--- config.mk ---
export PLATFORM = sky130hd
export DESIGN_NAME = hpcz_ctrl
export DESIGN_NICKNAME = d
export VERILOG_FILES = /design/src/rtl/core/hpcz_pkg.sv /design/src/rtl/core/hpcz_ctrl.sv
export SDC_FILE = /design/constraint.sdc
export NUM_CORES = 1
export LEC_CHECK = 0
export BUFFER_PORTS_ARGS = -buffer_cell sky130_fd_sc_hd__buf_2
export CAP_MARGIN = 20
export CORE_AREA = 2 2 45 47
export CTS_BUF_LIST = sky130_fd_sc_hd__clkbuf_8
export DETAILED_ROUTE_END_ITERATION = 12
export DIE_AREA = 0 0 47 49
export PLACE_DENSITY = 0.75
export SLEW_MARGIN = 0
export SYNTH_ARGS = -nofsm -noshare
export SYNTH_HDL_FRONTEND = slang
export SYNTH_SLANG_ARGS = --single-unit
--- constraint.sdc ---
create_clock -name clk -period 1.28 [get_ports clk]
set_input_delay 0.064 -clock clk [delete_from_list [all_inputs] [get_ports clk]]
set_output_delay 0.064 -clock clk [all_outputs]
set_load 0.1 [all_outputs]
--- src/rtl/core/hpcz_pkg.sv ---
// Shared types, constants and command codes of the heater drive controller.
package hpcz_pkg;

	// Temperature format and derived widths
	localparam int FRAC_BITS  = 8;
	localparam int RATE_SHIFT = 12 - FRAC_BITS;
	localparam int NUM_W      = 36 + RATE_SHIFT;
	localparam int DEN_W      = (15 + RATE_SHIFT > 17) ? 15 + RATE_SHIFT : 17;
	localparam int CNT_W      = $clog2(NUM_W + 1);
	localparam int EFF_W      = 16 + RATE_SHIFT;
	localparam int EFFS_W     = 36;
	localparam int RAW_W      = 29 + RATE_SHIFT;
	localparam int SUM_W      = NUM_W + 1;
	localparam int PP_W       = 16 + EFF_W;
	localparam int BP_W       = 47;
	localparam int O_W        = BP_W + 4;

	// Constant-divisor unit: dividend width, reciprocal width and product width
	localparam int CD_W   = 36;
	localparam int CM_W   = 38;
	localparam int CACC_W = CD_W + CM_W;

	// Reciprocals ceil(2^SH / d), exact for every dividend below 2^CD_W
	localparam logic [CM_W-1:0] RECIP_10    = 38'd109951162778;
	localparam logic [CM_W-1:0] RECIP_1000  = 38'd70368744178;
	localparam logic [CM_W-1:0] RECIP_80000 = 38'd112589990685;
	localparam int              SH_10       = 40;
	localparam int              SH_1000     = 46;
	localparam int              SH_80000    = 53;

	// Constant divisor selection
	localparam logic [1:0] CDIV_10    = 2'd0;
	localparam logic [1:0] CDIV_1000  = 2'd1;
	localparam logic [1:0] CDIV_80000 = 2'd2;

	// Fixed constants of the control law
	localparam logic [14:0] DRIVE_FLOOR = 15'd6400;
	localparam int          COAST_LIMIT = 245;
	localparam int          HALF_DEG    = 2048;
	localparam logic [15:0] DT_DEFAULT  = 16'd1000;

	// Register indexes
	localparam logic [2:0] CFG_PROP_GAIN  = 3'd0;
	localparam logic [2:0] CFG_DERIV_GAIN = 3'd1;
	localparam logic [2:0] CFG_RAMP_BAND  = 3'd2;
	localparam logic [2:0] CFG_MIN_DRIVE  = 3'd3;
	localparam logic [2:0] CFG_MAX_DRIVE  = 3'd4;

	// Zone codes
	localparam logic [1:0] ZONE_OFF      = 2'd0;
	localparam logic [1:0] ZONE_COAST    = 2'd1;
	localparam logic [1:0] ZONE_RAMP     = 2'd2;
	localparam logic [1:0] ZONE_APPROACH = 2'd3;

	// Datapath operations
	localparam logic [4:0] OP_NONE      = 5'd0;
	localparam logic [4:0] OP_LOAD      = 5'd1;
	localparam logic [4:0] OP_ZERO      = 5'd2;
	localparam logic [4:0] OP_PRIME     = 5'd3;
	localparam logic [4:0] OP_RAW_PREP  = 5'd4;
	localparam logic [4:0] OP_DIV_GO    = 5'd5;
	localparam logic [4:0] OP_RAW_DONE  = 5'd6;
	localparam logic [4:0] OP_FILT_PREP = 5'd7;
	localparam logic [4:0] OP_FILT_DONE = 5'd8;
	localparam logic [4:0] OP_COAST     = 5'd9;
	localparam logic [4:0] OP_RAMP      = 5'd10;
	localparam logic [4:0] OP_LIN_PREP  = 5'd11;
	localparam logic [4:0] OP_LIN_DONE  = 5'd12;
	localparam logic [4:0] OP_INT_PREP  = 5'd13;
	localparam logic [4:0] OP_INT_DONE  = 5'd14;
	localparam logic [4:0] OP_MUL       = 5'd15;
	localparam logic [4:0] OP_SUM       = 5'd16;
	localparam logic [4:0] OP_OUT       = 5'd17;
	localparam logic [4:0] OP_PUSH      = 5'd18;

	typedef struct packed {
		logic signed [15:0] setpoint;
		logic signed [15:0] measured_temp;
		logic [15:0]        elapsed_ms;
	} in_t;

	typedef struct packed {
		logic [14:0] drive;
		logic [1:0]  zone;
	} out_t;

	typedef struct packed {
		logic [4:0] op;
	} cmd_t;

	typedef struct packed {
		logic err_pos;
		logic primed;
		logic coast;
		logic ramp;
		logic div_done;
	} stat_t;

endpackage

--- src/rtl/core/hpcz_ctrl.sv ---
// Controller state machine: sequences datapath steps and the handshakes.
module hpcz_ctrl (
	input  logic              clk,
	input  logic              arst_n,
	input  logic              in_valid,
	output logic              in_stall,
	output logic              out_valid,
	input  logic              out_stall,
	output hpcz_pkg::cmd_t    cmd,
	input  hpcz_pkg::stat_t   stat
);

	localparam logic [4:0] ST_IDLE   = 5'd0;
	localparam logic [4:0] ST_CHECK  = 5'd1;
	localparam logic [4:0] ST_RAWP   = 5'd2;
	localparam logic [4:0] ST_GO     = 5'd3;
	localparam logic [4:0] ST_WAIT   = 5'd4;
	localparam logic [4:0] ST_RAWD   = 5'd5;
	localparam logic [4:0] ST_FILTP  = 5'd6;
	localparam logic [4:0] ST_FILTD  = 5'd7;
	localparam logic [4:0] ST_BRANCH = 5'd8;
	localparam logic [4:0] ST_LINP   = 5'd9;
	localparam logic [4:0] ST_LIND   = 5'd10;
	localparam logic [4:0] ST_INTP   = 5'd11;
	localparam logic [4:0] ST_INTD   = 5'd12;
	localparam logic [4:0] ST_MUL    = 5'd13;
	localparam logic [4:0] ST_SUM    = 5'd14;
	localparam logic [4:0] ST_OUTS   = 5'd15;
	localparam logic [4:0] ST_PUSH   = 5'd16;

	logic [4:0] state_q, nxt, ret_q, ret_nxt;
	logic       out_valid_q;
	logic       slot_free;

	assign slot_free = !out_valid_q || !out_stall;

	// Next state and step command
	always_comb begin
		nxt     = state_q;
		ret_nxt = ret_q;
		cmd.op  = hpcz_pkg::OP_NONE;
		unique case (state_q)
			ST_IDLE: begin
				if (in_valid) begin
					cmd.op = hpcz_pkg::OP_LOAD;
					nxt    = ST_CHECK;
				end
			end
			ST_CHECK: begin
				if (!stat.err_pos) begin
					cmd.op = hpcz_pkg::OP_ZERO;
					nxt    = ST_PUSH;
				end else begin
					if (!stat.primed)
						cmd.op = hpcz_pkg::OP_PRIME;
					nxt = ST_RAWP;
				end
			end
			ST_RAWP: begin
				cmd.op  = hpcz_pkg::OP_RAW_PREP;
				ret_nxt = ST_RAWD;
				nxt     = ST_GO;
			end
			ST_GO: begin
				cmd.op = hpcz_pkg::OP_DIV_GO;
				nxt    = ST_WAIT;
			end
			ST_WAIT: begin
				if (stat.div_done)
					nxt = ret_q;
			end
			ST_RAWD: begin
				cmd.op = hpcz_pkg::OP_RAW_DONE;
				nxt    = ST_FILTP;
			end
			ST_FILTP: begin
				cmd.op  = hpcz_pkg::OP_FILT_PREP;
				ret_nxt = ST_FILTD;
				nxt     = ST_GO;
			end
			ST_FILTD: begin
				cmd.op = hpcz_pkg::OP_FILT_DONE;
				nxt    = ST_BRANCH;
			end
			ST_BRANCH: begin
				priority if (stat.coast) begin
					cmd.op = hpcz_pkg::OP_COAST;
					nxt    = ST_PUSH;
				end else if (stat.ramp) begin
					cmd.op = hpcz_pkg::OP_RAMP;
					nxt    = ST_PUSH;
				end else begin
					nxt = ST_LINP;
				end
			end
			ST_LINP: begin
				cmd.op  = hpcz_pkg::OP_LIN_PREP;
				ret_nxt = ST_LIND;
				nxt     = ST_GO;
			end
			ST_LIND: begin
				cmd.op = hpcz_pkg::OP_LIN_DONE;
				nxt    = ST_INTP;
			end
			ST_INTP: begin
				cmd.op  = hpcz_pkg::OP_INT_PREP;
				ret_nxt = ST_INTD;
				nxt     = ST_GO;
			end
			ST_INTD: begin
				cmd.op = hpcz_pkg::OP_INT_DONE;
				nxt    = ST_MUL;
			end
			ST_MUL: begin
				cmd.op = hpcz_pkg::OP_MUL;
				nxt    = ST_SUM;
			end
			ST_SUM: begin
				cmd.op = hpcz_pkg::OP_SUM;
				nxt    = ST_OUTS;
			end
			ST_OUTS: begin
				cmd.op = hpcz_pkg::OP_OUT;
				nxt    = ST_PUSH;
			end
			ST_PUSH: begin
				if (slot_free) begin
					cmd.op = hpcz_pkg::OP_PUSH;
					nxt    = ST_IDLE;
				end
			end
			default: nxt = ST_IDLE;
		endcase
	end

	// State and output register flag
	always_ff @(posedge clk or negedge arst_n) begin
		if (!arst_n) begin
			state_q     <= ST_IDLE;
			ret_q       <= ST_IDLE;
			out_valid_q <= 1'b0;
		end else begin
			state_q <= nxt;
			ret_q   <= ret_nxt;
			if (state_q == ST_PUSH && slot_free)
				out_valid_q <= 1'b1;
			else if (!out_stall)
				out_valid_q <= 1'b0;
		end
	end

	assign in_stall  = (state_q != ST_IDLE);
	assign out_valid = out_valid_q;

endmodule

==> out/results.txt, run 1 <==
DR WL/cell - 21.77 um
Die Ht - 49 um
Final Util - 88.99%
Cells after Synth - 111
antenna violations before repair - 0
layout cell share with drive strength beyond 1 - 55.92%
post-DP HPWL - 2.117 mm
clock root buffer - clkbuf_8
# IOs - 16
Initial Utilization - 48.64%
P_int - 2.373 mW
Std-Cell Rows - 16
Slew @ Worst Pin - 0.4823 ns
RSZ-0062 raised after global routing - yes
nets@finish - 163
Die X - 47 um
Core Footprint - 1842 um^2
synthesized area per cell - 8.071 um^2
Multi-input gate area - 790.8 um^2
Worst Slack Setup Final - -0.5357 ns
Reg power frac - 10.9%
CP peak stage delay - 0.41 ns
violated checks - setup timing
first-pass GRT wire length - 5.092 mm
CTS Buf Count - 3
final-report max-slew violation count - 0
FF+latch count, synth - 10
crit path kind - register to primary output
clock tree buffer depth - 2
CP top delay family - compound AO/OA/AOI/OAI gates
slowest cell on the critical path - dfrtp_1
GRT Residual Overflow - 0
leading area contributor after synthesis - dfrtp_1
clock latency on the worst-skew pair - 0.24 ns
Setup Viol. Count Final - 13
Post-synth top flop - dfrtp_1
Post-synth EDFFs - 0
crit path DAT - 1.75 ns
Register Area - 252.7 um^2
# clock sinks - 10
Peak Freq - 550.8 MHz
post-DR vias/cell - 6.413
Fin Hold WS - 0.07756 ns
largest net degree at the start of global routing - 17
Routed WL - 3.896 mm
cell area after synthesis - 895.9 um^2
Initial DRC Count - 41
Crit Path Max Fanout - 4
CP Capture Type - primary output
Worst slew margin - 68.07%
Synth top cells by count - 11 x o21ai_0, 10 x dfrtp_1, 9 x buf_2, 8 x nor2_1, 7 x a21oi_1
period utilization - 141.8%
dominant cells by area after synthesis - dfrtp_1 28%, o21ai_0 6.1%, buf_2 5.0%
DRC - 0
Net Count, Synth - 120
power density over the cells - 3027 nW/um^2
post-synth cell types - 42
input/output buffers - 15
Leak - 0.6624 nW
All-Layer GR Usage - 31.41%
sw power - 2.589 mW
vias in the first global route - 1012
Hold/Removal Path Class - input port to register
final setup skew - 0.001849 ns
critical path, cell by cell - buf_6 > buf_4 > nand2_2 > a2bb2oi_1 > o221ai_4 > buf_12
Setup crit start kind - register
H-tree depth - 1
most instantiated library cell after synthesis - o21ai_0
DR pass1 iterations - 4
switching share of power - 52.19%
sequential element share of the synthesized area - 27.93%
# fillers - 90
Placer Congestion - 0.7824
TritonCTS clock tree - yes
yosys warns - 0
maximum vdd drop - 3.300 mV
final number of hold-violating endpoints - 0
Clock transition at path regs - 0.05 ns
die area - 2303 um^2
share of total power in the clock network - 6.6%
combinational power share - 82.5%
ys async rst share - 100.0%
P&R area growth vs syn - 82.96%
Critical Path RT - 1.22 ns
total number of vias - 1148
share of the synthesized area in the top cell type - 27.93%
Routed Antenna Nets - 0
antenna cells - 0
min Tclk post-route - 1.816 ns
Worst Path Buf+Inv - 3
outcome - finished with violations
max-cap violations - 0
-- metal layers --
| metal | GRT usage (%) | part of all wire [%] | vias up |
|---|---|---|---|
| li1 | - | - | 503 |
| met1 | 40.38 | 36 | 548 |
| met2 | 52.51 | 52 | 79 |
| met3 | 5.556 | 8.3 | 18 |
| met4 | 8.333 | 4.1 | 0 |
| met5 | 0 | 0 | - |
-- cells in the final DEF (no fill, tap or decap), types with 2 or more instances in the layout --
| master | count |
|---|---|
| buf_4 | 19 |
| buf_6 | 10 |
| buf_2 | 9 |
| buf_12 | 9 |
| dfrtp_1 | 8 |
| o21ai_0 | 7 |
| a21oi_1 | 5 |
| nor2_4 | 4 |
| nand2_1 | 4 |
| nor2b_1 | 4 |
| nor2_1 | 4 |
| o21ai_1 | 3 |
| nand3_1 | 3 |
| nor3b_1 | 3 |
| nand2b_1 | 3 |
| clkbuf_8 | 3 |
| nand2b_4 | 2 |
| o221ai_4 | 2 |
| xor2_2 | 2 |
| o21ba_2 | 2 |
| nand4b_1 | 2 |
| a21o_1 | 2 |
| or4b_4 | 2 |
| dfrtp_2 | 2 |
| buf_8 | 2 |
-- worst paths after layout --
kind	end	slack (ns)	cells past startpoint	startpoint
max in group asynchronous	state_q[2]	0.82	2	arst_n
worst min register to register	out_valid	0.53	1	out_valid
worst max register to register	state_q[1]	-0.39	5	state_q[1]
worst max-delay path	cmd[1]	-0.54	6	state_q[1]
min in group asynchronous	ret_q[1]	0.23	2	arst_n
worst min-delay path	out_valid	0.08	2	out_stall
-- sequential cells by signal, indices dropped and copies added, names as in the netlist --
name / flops
out_valid: 1
ret_q: 4
state_q: 5
-- cell families (layout without fill, tap and decap cells) --
| group | Yosys count | after routing | synth area share (%) |
|---|---|---|---|
| simple gates | 47 | 47 | 32.82 |
| compound gates | 38 | 38 | 28.07 |
| buf+inv | 12 | 53 | 7.122 |
| flops | 10 | 10 | 27.93 |
| xor+xnor | 3 | 3 | 2.933 |
| mux | 1 | 1 | 1.117 |
-- power groups by stage --
stage | logic (mW) | clock network (mW) | registers [mW]
floorplan | 2.20 | 0 | 0.595
global placement | 3.27 | 0 | 0.521
detailed placement | 3.35 | 0 | 0.526
CTS | 3.59 | 0.330 | 0.529
global route | 4.24 | 0.350 | 0.547
finish | 4.09 | 0.326 | 0.543
-- metrics by stage --
step                instance area, um^2  setup slack [ns]  power [mW]  std cells  TNS [ns]
global route                       1639           -0.5651       5.136        179    -4.272
detailed placement                 1326           -0.3623       3.877        164    -1.834
global placement                   1326           -0.2601       3.792        164    -1.363
finish                             1639           -0.5357       4.962        179    -3.724
floorplan                          1033           -0.3221       2.799        111    -1.749
CTS                                1498           -0.4927       4.450        174    -3.305
-- area by class of cell --
class                      instances  area share [%]
clock buffer                       3           2.519
multi-input combinational         89           48.24
sequential                        10           15.42
tap                               27           2.061
timing repair buffer              50           31.76
-- timing repair --
item / in CTS / in global routing
resized for setup: 19 / 27
setup buffers: 6 / 7
setup endpoints to repair: 13 / 14
pin swaps: 11 / 11
endpoints found under the hold margin: 10 / 0
hold buffers: 1 / 0
(Power assumes the default switching activity.)
==> run 2, diff against run 1 <==
Settings changed: CORE_AREA 2 2 45 47 to 2 2 54 56, DIE_AREA 0 0 47 49 to 0 0 56 58, PLACE_DENSITY 0.75 to default.
==> run 2 against run 1 <==
Largest power group unchanged; hold slack improved by 0.00072 ns; non-clock buffer count shrank 1; sequential share of layout area shrank 0.30 points; total power increased by 2.8%; combinational power is 1% higher; clock-buffer cell count up 1; the flow still finishes with violations (setup timing); design area rose by 3.0%; utilization decreased by 26 points; clock skew increased by 0.0061 ns; critical path type unchanged; flip-flop and latch count stayed put; die area grew 41%; global-route usage decreased by 13 points.
==> out/results.txt, run 2 (synthesized netlist as in run 1, its figures left out) <==
outcome - finished with violations
violated checks - setup timing
Leak - 0.6794 nW (+2.6%)
Fin Hold WS - 0.07828 ns (+0.0007180 ns)
clock latency on the worst-skew pair - 0.25 ns (about the same)
slowest cell on the critical path - dfrtp_1
Crit Path Max Fanout - 3 (-1)
Slew @ Worst Pin - 0.4831 ns (+0.0007263 ns)
Placer Congestion - 0.8300 (+6.1%)
Routed Antenna Nets - 0 (unchanged)
crit path kind - register to primary output
TritonCTS clock tree - yes
first-pass GRT wire length - 4.864 mm (-4.5%)
Critical Path RT - 1.22 ns (about the same)
Setup Viol. Count Final - 14 (+1)
# fillers - 226 (+150%)
GRT Residual Overflow - 0 (unchanged)
maximum vdd drop - 2.653 mV (-20%)
total number of vias - 1037 (-9.7%)
Std-Cell Rows - 19 (+3)
Clock transition at path regs - 0.05 ns (about the same)
Initial DRC Count - 17 (-59%)
largest net degree at the start of global routing - 18 (+1)
max reg flops - 5 (unchanged)
period utilization - 136.6% (-5.3 points)
crit path DAT - 1.68 ns (-0.07 ns)
Peak Freq - 572.0 MHz (+3.9%)
Core Footprint - 2663 um^2 (+45%)
P_int - 2.606 mW (+9.8%)
Final Util - 63.39% (-26 points)
Initial Utilization - 33.65% (-15 points)
Die X - 56 um (+19%)
H-tree depth - 1 (unchanged)
post-DP HPWL - 1.979 mm (-6.5%)
max-cap violations - 0 (unchanged)
antenna violations before repair - 0 (unchanged)
sw power - 2.494 mW (-3.7%)
die area - 3248 um^2 (+41%)
Worst slew margin - 68.02% (about the same)
worst reg2reg path depth - 6 (+1)
Hold Crit Depth - 2 (unchanged)
post-DR vias/cell - 5.667 (-12%)
Reg power frac - 11.0% (about the same)
Setup crit start kind - register
share of total power in the clock network - 8.1% (+1.5 points)
# clock sinks - 10 (unchanged)
layout cell share with drive strength beyond 1 - 57.24% (+1.3 points)
Die Ht - 58 um (+18%)
CP peak stage delay - 0.39 ns (-0.02 ns)
input/output buffers - 15 (unchanged)
most frequent cells in the layout - 16 x buf_4, 11 x buf_12, 9 x buf_2
CTS Buf Count - 3 (unchanged)
switching share of power - 48.91% (-3.3 points)
All-Layer GR Usage - 18.81% (-13 points)
DR pass1 iterations - 4 (unchanged)
setup slack after placement - -0.2901 ns (+0.07225 ns)
clock root buffer - clkbuf_8
Hold/Removal Path Class - input port to register
P&R area growth vs syn - 88.41%
# IOs - 16 (unchanged)
antenna cells - 0 (unchanged)
final setup skew - 0.007929 ns (+0.006080 ns)
critical path, cell by cell - buf_6 > or3b_1 > a211o_1 > o221ai_4 > buf_12
Worst Slack Setup Final - -0.4681 ns (+0.06755 ns)
power density over the cells - 3022 nW/um^2 (-0.19%)
DRC - 0 (unchanged)
combinational power share - 80.9% (-1.6 points)
final-report max-slew violation count - 0 (unchanged)
RSZ-0062 raised after global routing - yes
Routed WL - 3.132 mm (-20%)
most common library cell in the layout ignoring fill and taps - buf_4
vias in the first global route - 1025 (+1.3%)
DR WL/cell - 17.11 um (-21%)
Biggest register - state_q
CP Capture Type - primary output
final number of hold-violating endpoints - 0 (unchanged)
nets@finish - 162 (-0.61%)
clock tree buffer depth - 2 (unchanged)
min Tclk post-route - 1.748 ns (-0.06755 ns)
run 2: changes by cell type in the layout (fill, tap and decap cells not counted), sizes merged:
cell / previous run / this run
clkbuf: 3 / 5
buf: 49 / 47
run 2: timing repair:
item,in CTS,in global routing
pin swaps,12,6
hold buffers,1,0
gates resized for setup,35,21
gates cloned,0,1
buffers inserted,8,2
hold endpoints to repair,10,0
setup endpoints to repair,14,15
run 2: path summary, 6_finish.rpt:
kind	startpoint	to	slack [ns]
worst max register to register	state_q[0]	state_q[0]	-0.32
min in group asynchronous	arst_n	ret_q[2]	0.21
worst min register to register	ret_q[0]	ret_q[0]	0.52
max in group asynchronous	arst_n	out_valid	0.84
worst min-delay path	out_stall	out_valid	0.08
worst max-delay path	state_q[1]	cmd[0]	-0.47
run 2: cell type report:
class / instances / area, um^2 / area share (%)
clock buffers: 4 / 55.05 / 3.262
multi-input cells: 89 / 783.3 / 46.40
flip-flops and latches: 10 / 255.2 / 15.12
well taps: 31 / 38.79 / 2.298
repair buffers: 49 / 555.5 / 32.91
run 2: critical path: cells and delay by family, from the launching register on:
kind,cells,cell delay [ns]
simple gates,1,0.34
compound gates,2,0.38
flops,1,0.39
buf+inv,2,0.32
run 2: per-stage QoR:
| stage | total power, mW | instances | cell area, um^2 | TNS, ns |
|---|---|---|---|---|
| after global placement | 3.790 | 169 | 1326 | -1.507 |
| after floorplan | 2.799 | 111 | 1033 | -1.749 |
| after global routing | 5.344 | 183 | 1688 | -3.907 |
| after detailed placement | 3.839 | 169 | 1326 | -1.768 |
| final | 5.100 | 183 | 1688 | -3.208 |
| after CTS | 4.675 | 181 | 1555 | -3.119 |
run 2: metal layers:
metal	track usage [%]	wire length, um	part of all wire (%)	vias up
li1	-	-	-	500
met1	23.99	1286	41	511
met2	33.45	1740	56	20
met3	1.339	62	2.0	6
met4	7.143	42	1.3	0
met5	0	0	0	-
run 2: power groups by stage:
stage | Combinational, mW | Clock, mW | Sequential [mW]
2_1_floorplan | 2.20 | 0 | 0.595
3_3_place_gp | 3.27 | 0 | 0.518
3_5_place_dp | 3.32 | 0 | 0.524
4_1_cts | 3.72 | 0.419 | 0.534
5_1_grt | 4.33 | 0.437 | 0.577
6_report | 4.13 | 0.411 | 0.561
==> run 3, diff against run 2 <==
Settings changed: BUFFER_PORTS_ARGS -buffer_cell sky130_fd_sc_hd__buf_2 to default, CAP_MARGIN 20 to 10, DONT_BUFFER_PORTS from default to 1.
==> run 3 against run 2 <==
First-iteration DRC count rose to 2.5 times the previous value; routed wire length rose by 9.4%; worst setup slack got worse by 0.023 ns; combinational power barely moved; register-to-register slack got worse by 0.06 ns; clock skew rose by 0.0037 ns; design area fell by 3.7%; the flow still finishes with violations (setup timing); clock power fell by 18%; sequential share of layout area rose by 0.51 points; utilization fell by 2.3 points.
==> out/results.txt, run 3 (synthesized netlist as in run 1, its figures left out) <==
outcome - finished with violations
violated checks - setup timing
CP Capture Type - primary output
CP peak stage delay - 0.43 ns (+0.04 ns)
vias in the first global route - 1132 (+10%)
H-tree depth - 1 (unchanged)
total number of vias - 1061 (+2.3%)
# IOs - 16 (unchanged)
maximum vdd drop - 2.125 mV (-20%)
R2R Path End - state_q[1]
final setup skew - 0.01159 ns (+0.003659 ns)
first-pass GRT wire length - 5.416 mm (+11%)
# clock sinks - 10 (unchanged)
largest net degree at the start of global routing - 20 (+2)
final number of hold-violating endpoints - 0 (unchanged)
FF-to-FF Start - state_q[1]
GRT Residual Overflow - 0 (unchanged)
Worst slew margin - 66.43% (-1.6 points)
input/output buffers - 0 (-15)
post-DP HPWL - 2.048 mm (+3.5%)
CP top delay family - buffers and inverters
most common library cell in the layout ignoring fill and taps - buf_4
die area - 3248 um^2 (unchanged)
antenna cells - 0 (unchanged)
Hold/Removal Path Class - input port to register
slowest cell on the critical path - dfrtp_2
worst reg2reg path depth - 5 (-1)
Routed Antenna Nets - 0 (unchanged)
Setup crit start kind - register
period utilization - 138.3% (+1.8 points)
Biggest register - state_q
HP Start - stat[0]
max-cap violations - 0 (unchanged)
Clock transition at path regs - 0.05 ns (about the same)
clock latency on the worst-skew pair - 0.24 ns (about the same)
Core Footprint - 2663 um^2 (unchanged)
layout cell share with drive strength beyond 1 - 53.42% (-3.8 points)
Fin Hold WS - 0.05589 ns (-0.02238 ns)
Die Ht - 58 um (unchanged)
Crit Path Max Fanout - 4 (+1)
DR pass1 iterations - 4 (unchanged)
final-report max-slew violation count - 0 (unchanged)
max reg flops - 5 (unchanged)
Critical Path RT - 1.22 ns (about the same)
Placer Congestion - 0.8061 (-2.9%)
RSZ-0062 raised after global routing - yes
most frequent cells in the layout - 19 x buf_4, 12 x buf_6, 8 x buf_12
power density over the cells - 3079 nW/um^2 (+1.9%)
nets@finish - 156 (-3.7%)
Routed WL - 3.426 mm (+9.4%)
DRC - 0 (unchanged)
TritonCTS clock tree - yes
Initial Utilization - 33.65% (unchanged)
CTS Buf Count - 3 (unchanged)
Peak Freq - 564.7 MHz (-1.3%)
clock root buffer - clkbuf_8
critical path, cell by cell - buf_6 > buf_4 > nand2_2 > a2bb2oi_1 > o221ai_4 > buf_12
Slew @ Worst Pin - 0.5018 ns (+0.01878 ns)
WHS Endpoint - state_q[2]
Worst Path Buf+Inv - 3 (+1)
# fillers - 198 (-12%)
Initial DRC Count - 43 (+26)
crit path kind - register to primary output
clock tree buffer depth - 2 (unchanged)
Setup Viol. Count Final - 11 (-3)
Hold Crit Depth - 2 (unchanged)
Die X - 56 um (unchanged)
DR WL/cell - 19.36 um (+13%)
P&R area growth vs syn - 81.42%
crit path DAT - 1.71 ns (+0.03 ns)
reg2reg setup slack - -0.38 ns (-0.06 ns)
crit path launch - state_q[2]
setup slack after placement - -0.2087 ns (+0.08133 ns)
Worst Slack Setup Final - -0.4907 ns (-0.02259 ns)
post-DR vias/cell - 5.994 (+5.8%)
Std-Cell Rows - 19 (unchanged)
min Tclk post-route - 1.771 ns (+0.02259 ns)
All-Layer GR Usage - 21.25% (+2.4 points)
antenna violations before repair - 0 (unchanged)
total power - 5.004 mW (-1.9%)
Leak - 0.6500 nW (-4.3%)
-- run 3: changes by cell type in the layout (fill, tap and decap cells not counted), moves of 2 or more --
cell      previous run  this run
buf_2                9         0
buf_6                8        12
buf_12              11         8
buf_4               16        19
buf_8                3         1
nand2b_1             1         3
o21ai_0              4         2
o21ai_2              0         2
-- run 3: final cells by class --
class                      count  area (um^2)  share of cell area (%)
tap                           31        38.79                   2.386
sequential                    10        254.0                   15.63
timing repair buffer          43        505.5                   31.10
clock inverter                 1        3.754                  0.2309
multi-input combinational     89        782.0                   48.11
clock buffer                   3        41.29                   2.540
-- run 3: through the flow --
stage	utilization [%]	area (um^2)	cells	TNS, ns
final	61.04	1625	177	-3.448
after floorplan	-	1033	111	-1.749
after CTS	58.13	1548	176	-3.130
after global placement	47.46	1264	159	-1.325
after global routing	61.04	1625	177	-4.291
after detailed placement	47.46	1264	159	-1.612
-- run 3: how the worst max path moves through the flow --
stage / to / slack (ns) / cells after the start
6_report: cmd[1] / -0.49 / 6
5_1_grt: cmd[1] / -0.55 / 6
4_1_cts: cmd[1] / -0.43 / 5
3_5_place_dp: cmd[0] / -0.21 / 5
3_3_place_gp: cmd[2] / -0.21 / 6
2_1_floorplan: cmd[3] / -0.32 / 4
-- run 3: layer usage --
layer	up-vias	track usage [%]	wire [um]	share of wire (%)
li1	497	-	-	-
met1	526	25.77	1324	39
met2	32	37.48	1865	54
met3	6	4.241	182	5.3
met4	0	7.823	54	1.6
met5	-	0	0	0
-- run 3: worst reg2reg max path, cell delays in order (launching register included) --
cell	delay [ns]
dfrtp_1	0.42
buf_4	0.16
buf_4	0.14
and3b_4	0.18
or4b_1	0.52
a31oi_1	0.17
-- run 3: report_power, final --
| group | total [mW] | switching, mW | internal (mW) |
|---|---|---|---|
| Sequential | 0.538 | 0.108 | 0.430 |
| Clock | 0.337 | 0.127 | 0.210 |
| Combinational | 4.13 | 2.26 | 1.87 |
-- run 3: timing repair --
action,in CTS,in global routing
endpoints found under the hold margin,11,0
pin swaps,14,10
resized for setup,35,19
endpoints found under the setup margin,13,16
hold buffers,2,0
buffers inserted,11,3
cloned,1,0
